File: config.mk
export PLATFORM = sky130hd
export DESIGN_NAME = timestamp_event_builder_unit
export DESIGN_NICKNAME = d
export VERILOG_FILES = /design/src/rtl/teb_pkg.sv /design/src/rtl/teb_front.sv /design/src/rtl/teb_queue.sv /design/src/rtl/teb_back.sv /design/src/rtl/timestamp_event_builder_unit.sv
export SDC_FILE = /design/constraint.sdc
export NUM_CORES = 1
export LEC_CHECK = 0
export BUFFER_PORTS_ARGS = -buffer_cell sky130_fd_sc_hd__buf_4
export CAP_MARGIN = 25
export CORE_ASPECT_RATIO = 1.1
export CORE_MARGIN = 5
export CORE_UTILIZATION = 55
export CTS_BUF_LIST = sky130_fd_sc_hd__clkbuf_8
export DETAILED_ROUTE_END_ITERATION = 12
export GPL_ROUTABILITY_DRIVEN = 1
export GPL_TIMING_DRIVEN = 0
export MAX_ROUTING_LAYER = met4
export PLACE_DENSITY = 0.81
export SLEW_MARGIN = 0
export SYNTH_ARGS = -nofsm -noshare
export SYNTH_HDL_FRONTEND = slang
export SYNTH_SLANG_ARGS = --single-unit
export TNS_END_PERCENT = 10
File: constraint.sdc
create_clock -name clk -period 22.4 [get_ports clk]
set_input_delay 1.12 -clock clk [delete_from_list [all_inputs] [get_ports clk]]
set_output_delay 1.12 -clock clk [all_outputs]
set_load 0.02 [all_outputs]
File: src/rtl/teb_pkg.sv
// ----------------------------------------------------------------------------
// teb_pkg
// types and constants shared by the timestamp event builder modules
// ----------------------------------------------------------------------------
package teb_pkg;

    localparam int STAMP_W   = 48;
    localparam int LOW_W     = 28;
    localparam int UPPER_W   = STAMP_W - LOW_W;
    localparam int WORD_W    = 32;
    localparam int VALUE_W   = 16;
    localparam int CHAN_W    = 12;
    localparam int WINDOW_W  = 16;
    localparam int GUARD_W   = 8;
    localparam int CFG_IDX_W = 3;
    localparam int CFG_DAT_W = 16;
    localparam int FLAGS_W   = 8;
    localparam int QDEPTH    = 2;
    localparam int QPTR_W    = $clog2(QDEPTH);
    localparam int QCNT_W    = $clog2(QDEPTH + 1);

    localparam logic [WORD_W-1:0] FILLER_WORD = 32'h5e5e5e5e;
    localparam logic [WORD_W-1:0] ALL_ONES    = 32'hffffffff;
    localparam logic [WORD_W-1:0] DATA_MASK   = 32'hc0000000;
    localparam logic [WORD_W-1:0] SYNC_MASK   = 32'hc0f00000;
    localparam logic [WORD_W-1:0] SYNC_CODE   = 32'h80400000;
    localparam logic [6:0]        SKIP_CARD   = 7'd99;
    localparam logic [2:0]        BAD_SAMPLE  = 3'b111;

    // slot_valid bit positions
    localparam int BIT_SE0 = 0;
    localparam int BIT_SE1 = 1;
    localparam int BIT_FE0 = 2;
    localparam int BIT_FE1 = 3;
    localparam int BIT_ST0 = 4;
    localparam int BIT_ST1 = 5;
    localparam int BIT_FT0 = 6;
    localparam int BIT_FT1 = 7;

    typedef enum logic [CFG_IDX_W-1:0] {
        REG_EVENT_WINDOW     = 3'd0,
        REG_WRAP_GUARD       = 3'd1,
        REG_SLOW_ENERGY_BASE = 3'd2,
        REG_FAST_ENERGY_BASE = 3'd3,
        REG_SLOW_TIME_BASE   = 3'd4,
        REG_FAST_TIME_BASE   = 3'd5
    } cfg_index_t;

    // group order matches the slot_valid bit pairs
    typedef enum logic [1:0] {
        GRP_SLOW_ENERGY = 2'd0,
        GRP_FAST_ENERGY = 2'd1,
        GRP_SLOW_TIME   = 2'd2,
        GRP_FAST_TIME   = 2'd3
    } slot_group_t;

    typedef enum logic {
        ITEM_DATA = 1'b0,
        ITEM_SYNC = 1'b1
    } item_kind_t;

    typedef struct packed {
        logic [WINDOW_W-1:0] event_window;
        logic [GUARD_W-1:0]  wrap_guard;
        logic [CHAN_W-1:0]   slow_energy_base;
        logic [CHAN_W-1:0]   fast_energy_base;
        logic [CHAN_W-1:0]   slow_time_base;
        logic [CHAN_W-1:0]   fast_time_base;
    } cfg_t;

    typedef struct packed {
        item_kind_t         kind;
        logic [LOW_W-1:0]   low;
        logic [UPPER_W-1:0] upper;
        logic [VALUE_W-1:0] value;
        logic               low_hit;
        logic               slot_en;
        slot_group_t        group;
        logic               det;
    } item_t;

endpackage

File: src/rtl/teb_front.sv
// ----------------------------------------------------------------------------
// teb_front
// drops empty, filler, card 99 and unknown pairs, decodes data and sync words
// ----------------------------------------------------------------------------
module teb_front import teb_pkg::*; (
    input  cfg_t              cfg,
    input  logic              in_valid,
    input  logic              q_full,
    input  logic [WORD_W-1:0] stamp_word,
    input  logic [WORD_W-1:0] info_word,
    output logic              in_stall,
    output logic              push,
    output item_t             item
);

    logic                filler;
    logic                is_data;
    logic                is_sync;
    logic                skip_card;
    logic [CHAN_W-1:0]   chan;
    logic [CHAN_W:0]     chan_x;
    logic                se_hit;
    logic                st_hit;
    logic                fe_hit;
    logic                ft_hit;
    logic                se_det;
    logic                st_det;
    logic                fe_det;
    logic                ft_det;

    always_comb
    begin
        filler = ((stamp_word == '0) && (info_word == '0))
            || ((stamp_word == FILLER_WORD)
                && ((info_word == FILLER_WORD) || (info_word == ALL_ONES)));
        is_data   = ((info_word & DATA_MASK) == DATA_MASK);
        is_sync   = ((info_word & SYNC_MASK) == SYNC_CODE);
        chan      = info_word[16 +: CHAN_W];
        chan_x    = {1'b0, chan};
        skip_card = (chan[CHAN_W-1:5] == SKIP_CARD);

        // base + 1 kept at 13 bits so a base of all ones never aliases
        se_hit = (chan == cfg.slow_energy_base)
            || (chan_x == ({1'b0, cfg.slow_energy_base} + 13'd1));
        se_det = (chan != cfg.slow_energy_base);
        st_hit = (chan == cfg.slow_time_base)
            || (chan_x == ({1'b0, cfg.slow_time_base} + 13'd1));
        st_det = (chan != cfg.slow_time_base);
        fe_hit = (chan == cfg.fast_energy_base)
            || (chan_x == ({1'b0, cfg.fast_energy_base} + 13'd1));
        fe_det = (chan != cfg.fast_energy_base);
        ft_hit = (chan == cfg.fast_time_base)
            || (chan_x == ({1'b0, cfg.fast_time_base} + 13'd1));
        ft_det = (chan != cfg.fast_time_base);

        item.kind    = is_data ? ITEM_DATA : ITEM_SYNC;
        item.low     = stamp_word[LOW_W-1:0];
        item.upper   = info_word[UPPER_W-1:0];
        item.value   = info_word[VALUE_W-1:0];
        item.low_hit = (stamp_word[LOW_W-1:0] <= {{(LOW_W-GUARD_W){1'b0}}, cfg.wrap_guard});
        item.slot_en = 1'b0;
        item.group   = GRP_SLOW_ENERGY;
        item.det     = 1'b0;

        // priority on overlapping bases
        if (se_hit)
        begin
            item.slot_en = 1'b1;
            item.group   = GRP_SLOW_ENERGY;
            item.det     = se_det;
        end
        else if (st_hit)
        begin
            item.slot_en = 1'b1;
            item.group   = GRP_SLOW_TIME;
            item.det     = st_det;
        end
        else if (fe_hit)
        begin
            item.slot_en = 1'b1;
            item.group   = GRP_FAST_ENERGY;
            item.det     = fe_det;
        end
        else if (ft_hit)
        begin
            item.slot_en = (info_word[15:13] != BAD_SAMPLE);
            item.group   = GRP_FAST_TIME;
            item.det     = ft_det;
        end

        in_stall = q_full;
        push     = in_valid && !q_full && !filler
            && ((is_data && !skip_card) || (!is_data && is_sync));
    end

endmodule

File: src/rtl/teb_queue.sv
// ----------------------------------------------------------------------------
// teb_queue
// two-entry queue between the word decoder and the event logic
// ----------------------------------------------------------------------------
module teb_queue import teb_pkg::*; (
    input  logic  clk,
    input  logic  rst_n,
    input  logic  push,
    input  item_t item_in,
    input  logic  pop,
    output logic  full,
    output logic  nonempty,
    output item_t item_out
);

    item_t              slot_reg [QDEPTH];
    logic [QPTR_W-1:0]  wr_ptr_reg;
    logic [QPTR_W-1:0]  wr_ptr_next;
    logic [QPTR_W-1:0]  rd_ptr_reg;
    logic [QPTR_W-1:0]  rd_ptr_next;
    logic [QCNT_W-1:0]  count_reg;
    logic [QCNT_W-1:0]  count_next;
    logic               do_pop;

    always_comb
    begin
        nonempty    = (count_reg != '0);
        full        = (count_reg == QCNT_W'(QDEPTH));
        do_pop      = pop && nonempty;
        item_out    = slot_reg[rd_ptr_reg];
        wr_ptr_next = wr_ptr_reg;
        rd_ptr_next = rd_ptr_reg;
        count_next  = count_reg;
        if (push)
        begin
            wr_ptr_next = (wr_ptr_reg == QPTR_W'(QDEPTH - 1)) ? '0 : wr_ptr_reg + 1'b1;
        end
        if (do_pop)
        begin
            rd_ptr_next = (rd_ptr_reg == QPTR_W'(QDEPTH - 1)) ? '0 : rd_ptr_reg + 1'b1;
        end
        if (push && !do_pop)
        begin
            count_next = count_reg + 1'b1;
        end
        else if (!push && do_pop)
        begin
            count_next = count_reg - 1'b1;
        end
    end

    always_ff @(posedge clk or negedge rst_n)
    begin
        if (!rst_n)
        begin
            wr_ptr_reg <= '0;
            rd_ptr_reg <= '0;
            count_reg  <= '0;
        end
        else
        begin
            wr_ptr_reg <= wr_ptr_next;
            rd_ptr_reg <= rd_ptr_next;
            count_reg  <= count_next;
        end
    end

    always_ff @(posedge clk)
    begin
        if (push)
        begin
            slot_reg[wr_ptr_reg] <= item_in;
        end
    end

endmodule

File: src/rtl/teb_back.sv
// ----------------------------------------------------------------------------
// teb_back
// timestamp tracking, window check, event emission and slot filling
// ----------------------------------------------------------------------------
module teb_back import teb_pkg::*; (
    input  logic                clk,
    input  logic                rst_n,
    input  logic [WINDOW_W-1:0] event_window,
    input  logic                q_nonempty,
    input  item_t               item,
    output logic                pop,
    input  logic                out_stall,
    output logic                out_valid,
    output logic [FLAGS_W-1:0]  slot_valid,
    output logic [VALUE_W-1:0]  fast_energy_a,
    output logic [VALUE_W-1:0]  fast_energy_b,
    output logic [VALUE_W-1:0]  slow_energy_a,
    output logic [VALUE_W-1:0]  slow_energy_b,
    output logic [STAMP_W-1:0]  fast_stamp_a,
    output logic [STAMP_W-1:0]  fast_stamp_b,
    output logic [VALUE_W-1:0]  fast_fine_a,
    output logic [VALUE_W-1:0]  fast_fine_b,
    output logic [STAMP_W-1:0]  slow_stamp_a,
    output logic [STAMP_W-1:0]  slow_stamp_b
);

    logic [STAMP_W-1:0] cur_stamp_reg;
    logic [STAMP_W-1:0] cur_stamp_next;
    logic [STAMP_W-1:0] prev_stamp_reg;
    logic [STAMP_W-1:0] prev_stamp_next;
    logic               wrap_reg;
    logic               wrap_next;
    logic [FLAGS_W-1:0] flags_reg;
    logic [FLAGS_W-1:0] flags_next;
    logic               out_valid_reg;
    logic               out_valid_next;

    logic [VALUE_W-1:0] fe_store_reg [2];
    logic [VALUE_W-1:0] se_store_reg [2];
    logic [STAMP_W-1:0] ft_stamp_reg [2];
    logic [VALUE_W-1:0] ft_fine_reg  [2];
    logic [STAMP_W-1:0] st_stamp_reg [2];

    logic [FLAGS_W-1:0] ev_flags_reg;
    logic [VALUE_W-1:0] ev_fe_reg [2];
    logic [VALUE_W-1:0] ev_se_reg [2];
    logic [STAMP_W-1:0] ev_fts_reg [2];
    logic [VALUE_W-1:0] ev_ftf_reg [2];
    logic [STAMP_W-1:0] ev_sts_reg [2];

    logic               is_data;
    logic               wrap_fix;
    logic [STAMP_W-1:0] data_stamp;
    logic [STAMP_W-1:0] gap;
    logic               close;
    logic [FLAGS_W-1:0] kept_flags;
    logic [2:0]         slot_bit;
    logic               fill;
    logic               emit;

    always_comb
    begin
        pop      = q_nonempty && (!out_valid_reg || !out_stall);
        is_data  = (item.kind == ITEM_DATA);
        wrap_fix = item.low_hit && !wrap_reg;
        if (wrap_fix)
        begin
            data_stamp = {cur_stamp_reg[STAMP_W-1:LOW_W] + 1'b1, item.low};
        end
        else
        begin
            data_stamp = {cur_stamp_reg[STAMP_W-1:LOW_W], item.low};
        end
        gap        = data_stamp - prev_stamp_reg;
        close      = !gap[STAMP_W-1]
            && (gap > {{(STAMP_W-WINDOW_W){1'b0}}, event_window});
        kept_flags = close ? '0 : flags_reg;
        slot_bit   = {item.group, item.det};
        fill       = item.slot_en && !kept_flags[slot_bit];
        emit       = pop && is_data && close;

        cur_stamp_next  = cur_stamp_reg;
        prev_stamp_next = prev_stamp_reg;
        wrap_next       = wrap_reg;
        flags_next      = flags_reg;
        if (pop && is_data)
        begin
            cur_stamp_next  = data_stamp;
            prev_stamp_next = data_stamp;
            wrap_next       = wrap_reg || wrap_fix;
            flags_next      = kept_flags;
            if (fill)
            begin
                flags_next[slot_bit] = 1'b1;
            end
        end
        else if (pop)
        begin
            cur_stamp_next = {item.upper, item.low};
            wrap_next      = 1'b0;
        end

        if (emit)
        begin
            out_valid_next = 1'b1;
        end
        else if (!out_stall)
        begin
            out_valid_next = 1'b0;
        end
        else
        begin
            out_valid_next = out_valid_reg;
        end
    end

    always_ff @(posedge clk or negedge rst_n)
    begin
        if (!rst_n)
        begin
            cur_stamp_reg  <= '0;
            prev_stamp_reg <= '0;
            wrap_reg       <= 1'b0;
            flags_reg      <= '0;
            out_valid_reg  <= 1'b0;
        end
        else
        begin
            cur_stamp_reg  <= cur_stamp_next;
            prev_stamp_reg <= prev_stamp_next;
            wrap_reg       <= wrap_next;
            flags_reg      <= flags_next;
            out_valid_reg  <= out_valid_next;
        end
    end

    // slot stores
    always_ff @(posedge clk)
    begin
        if (pop && is_data && fill)
        begin
            case (item.group)
                GRP_SLOW_ENERGY: se_store_reg[item.det] <= item.value;
                GRP_FAST_ENERGY: fe_store_reg[item.det] <= item.value;
                GRP_SLOW_TIME:   st_stamp_reg[item.det] <= data_stamp;
                GRP_FAST_TIME:
                begin
                    ft_stamp_reg[item.det] <= data_stamp;
                    ft_fine_reg[item.det]  <= item.value;
                end
                default: ;
            endcase
        end
    end

    // event output register, empty slots read as zero
    always_ff @(posedge clk)
    begin
        if (emit)
        begin
            ev_flags_reg  <= flags_reg;
            ev_se_reg[0]  <= flags_reg[BIT_SE0] ? se_store_reg[0] : '0;
            ev_se_reg[1]  <= flags_reg[BIT_SE1] ? se_store_reg[1] : '0;
            ev_fe_reg[0]  <= flags_reg[BIT_FE0] ? fe_store_reg[0] : '0;
            ev_fe_reg[1]  <= flags_reg[BIT_FE1] ? fe_store_reg[1] : '0;
            ev_sts_reg[0] <= flags_reg[BIT_ST0] ? st_stamp_reg[0] : '0;
            ev_sts_reg[1] <= flags_reg[BIT_ST1] ? st_stamp_reg[1] : '0;
            ev_fts_reg[0] <= flags_reg[BIT_FT0] ? ft_stamp_reg[0] : '0;
            ev_fts_reg[1] <= flags_reg[BIT_FT1] ? ft_stamp_reg[1] : '0;
            ev_ftf_reg[0] <= flags_reg[BIT_FT0] ? ft_fine_reg[0]  : '0;
            ev_ftf_reg[1] <= flags_reg[BIT_FT1] ? ft_fine_reg[1]  : '0;
        end
    end

    assign out_valid     = out_valid_reg;
    assign slot_valid    = ev_flags_reg;
    assign slow_energy_a = ev_se_reg[0];
    assign slow_energy_b = ev_se_reg[1];
    assign fast_energy_a = ev_fe_reg[0];
    assign fast_energy_b = ev_fe_reg[1];
    assign slow_stamp_a  = ev_sts_reg[0];
    assign slow_stamp_b  = ev_sts_reg[1];
    assign fast_stamp_a  = ev_fts_reg[0];
    assign fast_stamp_b  = ev_fts_reg[1];
    assign fast_fine_a   = ev_ftf_reg[0];
    assign fast_fine_b   = ev_ftf_reg[1];

endmodule

File: src/rtl/timestamp_event_builder_unit.sv
// ----------------------------------------------------------------------------
// timestamp_event_builder_unit
// time-window event builder over readout word pairs
//
// channel   | handshake              | payload
// ----------+------------------------+-------------------------------------
// input     | in_valid / in_stall    | stamp_word, info_word
// output    | out_valid / out_stall  | slot_valid and the ten event fields
// config    | cfg_we                 | cfg_index, cfg_data
//
// one word pair per cycle while in_stall is low; the pair that closes an event
// passes the queue, then the event output register, before the event shows
// the event logic takes one queued pair per cycle unless an event waits stalled
// reset clears timestamps, slot flags and queue and loads register defaults
// out_stall holds the event logic only while an event waits; the two-entry
// queue takes at most two more transfers before in_stall rises
// ----------------------------------------------------------------------------
module timestamp_event_builder_unit import teb_pkg::*; (
    input  logic                 clk,
    input  logic                 rst_n,
    input  logic                 cfg_we,
    input  logic [CFG_IDX_W-1:0] cfg_index,
    input  logic [CFG_DAT_W-1:0] cfg_data,
    input  logic                 in_valid,
    output logic                 in_stall,
    input  logic [WORD_W-1:0]    stamp_word,
    input  logic [WORD_W-1:0]    info_word,
    output logic                 out_valid,
    input  logic                 out_stall,
    output logic [FLAGS_W-1:0]   slot_valid,
    output logic [VALUE_W-1:0]   fast_energy_a,
    output logic [VALUE_W-1:0]   fast_energy_b,
    output logic [VALUE_W-1:0]   slow_energy_a,
    output logic [VALUE_W-1:0]   slow_energy_b,
    output logic [STAMP_W-1:0]   fast_stamp_a,
    output logic [STAMP_W-1:0]   fast_stamp_b,
    output logic [VALUE_W-1:0]   fast_fine_a,
    output logic [VALUE_W-1:0]   fast_fine_b,
    output logic [STAMP_W-1:0]   slow_stamp_a,
    output logic [STAMP_W-1:0]   slow_stamp_b
);

    cfg_t  cfg_reg;
    cfg_t  cfg_next;
    logic  push;
    logic  pop;
    logic  q_full;
    logic  q_nonempty;
    item_t front_item;
    item_t back_item;

    always_comb
    begin
        cfg_next = cfg_reg;
        if (cfg_we)
        begin
            case (cfg_index)
                REG_EVENT_WINDOW:     cfg_next.event_window     = cfg_data;
                REG_WRAP_GUARD:       cfg_next.wrap_guard       = cfg_data[GUARD_W-1:0];
                REG_SLOW_ENERGY_BASE: cfg_next.slow_energy_base = cfg_data[CHAN_W-1:0];
                REG_FAST_ENERGY_BASE: cfg_next.fast_energy_base = cfg_data[CHAN_W-1:0];
                REG_SLOW_TIME_BASE:   cfg_next.slow_time_base   = cfg_data[CHAN_W-1:0];
                REG_FAST_TIME_BASE:   cfg_next.fast_time_base   = cfg_data[CHAN_W-1:0];
                default: ;
            endcase
        end
    end

    always_ff @(posedge clk or negedge rst_n)
    begin
        if (!rst_n)
        begin
            cfg_reg.event_window     <= 16'd50;
            cfg_reg.wrap_guard       <= 8'd26;
            cfg_reg.slow_energy_base <= 12'd64;
            cfg_reg.fast_energy_base <= 12'd72;
            cfg_reg.slow_time_base   <= 12'd80;
            cfg_reg.fast_time_base   <= 12'd88;
        end
        else
        begin
            cfg_reg <= cfg_next;
        end
    end

    teb_front u_front (
        .cfg        (cfg_reg),
        .in_valid   (in_valid),
        .q_full     (q_full),
        .stamp_word (stamp_word),
        .info_word  (info_word),
        .in_stall   (in_stall),
        .push       (push),
        .item       (front_item)
    );

    teb_queue u_queue (
        .clk      (clk),
        .rst_n    (rst_n),
        .push     (push),
        .item_in  (front_item),
        .pop      (pop),
        .full     (q_full),
        .nonempty (q_nonempty),
        .item_out (back_item)
    );

    teb_back u_back (
        .clk           (clk),
        .rst_n         (rst_n),
        .event_window  (cfg_reg.event_window),
        .q_nonempty    (q_nonempty),
        .item          (back_item),
        .pop           (pop),
        .out_stall     (out_stall),
        .out_valid     (out_valid),
        .slot_valid    (slot_valid),
        .fast_energy_a (fast_energy_a),
        .fast_energy_b (fast_energy_b),
        .slow_energy_a (slow_energy_a),
        .slow_energy_b (slow_energy_b),
        .fast_stamp_a  (fast_stamp_a),
        .fast_stamp_b  (fast_stamp_b),
        .fast_fine_a   (fast_fine_a),
        .fast_fine_b   (fast_fine_b),
        .slow_stamp_a  (slow_stamp_a),
        .slow_stamp_b  (slow_stamp_b)
    );

endmodule

==> results.cfg <==
[status]
outcome = completed

[cts]
ctsResizeCount = 0
numClockSinks = 846
root_buffer = clkbuf_8
post-cts-setup-buffer-count = 0
cts_buffers = 131
h-tree-depth = 4
cts_tree = done
clockBufferDepth = 3
insertion_delay_ns = 0.80
cts.clk_slew.worst_paths_ns = 0.06
postCtsHoldBufs = 0

[power_and_ir_drop]
leakagePower_nw = 16.27
ir_worst_vdd_uv = 106.5
power_mw = 6.906
powerDensity_nw_per_um2 = 161.2

[placement]
place.gp.congestion = 0.9191
io_buffers = 380
place_area_um2 = 40350
dp_slack_ns = 12.91
numPlacedInstances = 3896
dp_hpwl_um = 69860

[setup_path]
end_kind = register
rr_startpoint = u_queue.rd_ptr_reg
crit_path_start = u_queue.rd_ptr_reg
cp_data_arrival_time_ns = 10.23
start_kind = register
worst-path-stages = 31
critical_path.top_delay_family = buffers and inverters
crit_buf_inv = 13
worstPathMaxFanout = 16
crit_top_cell = buf_6
slowest_stage = a2111oi_4
r2r.worst_path.cells = 31
cp_slowest_stage_delay_ns = 0.89
crit_type = reg2reg
required_ns = 22.87

[timing]
hold-worst-slack_ns = 0.3090
setup_viol_count_final = 0
fmax_ghz = 0.1025
fin_skew_ns = 0.04056
relSlewSlack_pct = 22.10
rsz0062_at_grt = no
setup_tns_ns = 0
finalHoldViolCount = 0
finalCritPeriodShare_pct = 43.57
worstMarginPinSlew_ns = 1.160
fin_crit_ns = 9.760
fin_ws_ns = 12.64
final_max_slew_viol_count = 0

[detailed_routing]
dr.first_iter.drc_count = 2004
dr.pass1.iters = 6
routed_wl_um = 95980
routed_via_density = 5.720
vias = 23671
drc_errors = 0
wl_per_cell_um = 23.19
antenna_left = 0

[synth]
synth.avg_cell_area_um2 = 13.63
syn-num-nets = 2795
yosys_warnings = 0
ys.flop_type = edfxtp_1
synth_edf_count = 692
ys_async_sr_fraction_pct = 18.20
ys_types = 70
synth_seq_cells = 846
seq_area_frac_synth_pct = 68.78
netlist_instances = 2629
synth.cell_area_um2 = 35840

[finish]
fin_util_pct = 66.17
largest_register_ffs = 108
drive_gt1_share_pct = 21.82
layoutNonFillerInstCount = 4138
stdcell_area_um2 = 42840
area_growth_pct = 19.53
final_nets = 3345

[grt]
grt_pass1_wl_um = 143400
grt_antenna_before_repair = 7
grt_pass1_vias = 23837
grt_max_degree = 91
globalRouteTotalUtil_pct = 27.75
grt.overflow.total = 0

[floorplanning]
fp.dieW_um = 253.4
die-area_um2 = 70370
start_util_pct = 55.36
rows = 98
ioPinCount = 386
die_y_um = 277.7
core_um2 = 64740

[flow_run]
maxCapViolCount = 0

[min_path]
hp-class = in2async
cell usage in the layout, fill, tap and decap left out, types with 9 or more instances in the layout:
master,netlist,final
edfxtp_1,692,692
a21oi_1,101,101
and3_1,15,15
nor2b_1,12,12
clkinv_1,0,21
xor2_1,60,60
clkinv_2,0,13
dfstp_2,14,14
nand2b_1,15,15
clkbuf_8,0,139
buf_1,9,10
nor2_1,108,101
nor4_1,23,23
mux2i_1,23,23
nand4_1,54,54
a21o_1,15,15
inv_1,107,153
o21a_1,13,13
clkbuf_1,104,104
nor3_1,37,37
a211oi_1,20,20
a31oi_1,14,14
and4_1,11,11
ha_1,77,77
o31ai_1,11,11
o21ai_0,136,136
dfrtp_1,140,140
nand3_1,56,56
buf_4,0,379
nand2_1,171,171
xnor2_1,67,67
buf_8,0,9
mux2_2,96,96
buf_6,0,19
and2_1,302,301
o22ai_1,20,20
worst paths after layout:
check / end / slack [ns]
min in group clk: u_back.slot_valid[7] / 0.49
min: cfg_reg[25] / 0.31
max: u_back.ev_sts_reg[0][10] / 12.64
max in group asynchronous: cfg_reg[60] / 21.15
max reg2reg: u_back.ev_sts_reg[0][10] / 12.64
min reg2reg: u_back.slot_valid[7] / 0.49
metal layers:
layer  vias to the layer above  track usage, %  share of wire (%)
met4                         0           9.608                3.0
met3                       181           4.735                7.1
met1                     11740           34.13                 38
met2                      1000           46.84                 52
met5                         -               -                  0
li1                      10750               -                  -
report_power, final:
group / internal, mW / leakage [nW] / switching [mW] / total [mW]
registers: 2.42 / 8.25 / 0.220 / 2.64
clock network: 0.609 / 1.43 / 0.609 / 1.22
logic: 1.08 / 6.58 / 1.97 / 3.05
synthesized netlist by cell type (6+ instances only):
library cell | number | share of area [%]
a31oi_1 | 14 | 0.24
nand3_1 | 56 | 0.78
o21ai_1 | 8 | 0.11
o31ai_1 | 11 | 0.23
nand2_1 | 171 | 1.8
nand4_1 | 54 | 0.94
edfxtp_1 | 692 | 58
and2_1 | 302 | 5.3
buf_1 | 9 | 0.094
inv_1 | 107 | 1.1
nor3_1 | 37 | 0.52
a211oi_1 | 20 | 0.42
o21ai_0 | 136 | 1.9
and3_1 | 15 | 0.26
clkbuf_1 | 104 | 1.1
o211ai_1 | 6 | 0.13
and4_1 | 11 | 0.27
mux2_2 | 96 | 3.0
xnor2_1 | 67 | 1.6
nor2b_1 | 12 | 0.21
nand4b_1 | 8 | 0.20
nor4_1 | 23 | 0.40
nand2b_1 | 15 | 0.26
mux2i_1 | 23 | 0.64
dfstp_2 | 14 | 1.0
dfrtp_1 | 140 | 9.8
o22ai_1 | 20 | 0.35
a21oi_1 | 101 | 1.4
a21o_1 | 15 | 0.31
ha_1 | 77 | 2.7
o21bai_1 | 6 | 0.13
or4_1 | 8 | 0.17
nor2_1 | 108 | 1.1
xor2_1 | 60 | 1.5
o21a_1 | 13 | 0.27
area by class of cell:
class / instances / area (um2)
Sequential cell: 846 / 24650
Fill cell: 4584 / 21900
Multi-Input combinational cell: 1561 / 10410
Timing Repair Buffer: 417 / 3393
Clock buffer: 139 / 1913
Tap cell: 850 / 1064
Clock inverter: 97 / 559.3
Buffer: 114 / 429.2
Inverter: 108 / 405.4
Antenna cell: 6 / 15.01
cells by family (layout without fill, tap and decap cells):
| group | Yosys count | after routing | synth area share [%] |
|---|---|---|---|
| AOI/OAI and AO/OA | 395 | 395 | 6.637 |
| adders and majority gates | 78 | 78 | 2.744 |
| muxes | 120 | 120 | 3.722 |
| other | 0 | 6 | 0 |
| xor gates and xnor gates | 127 | 127 | 3.104 |
| and+or+nand+nor | 841 | 841 | 12.68 |
| DFF | 846 | 846 | 68.78 |
| buffers and inverters | 222 | 875 | 2.329 |
(Power assumes the default switching activity.)
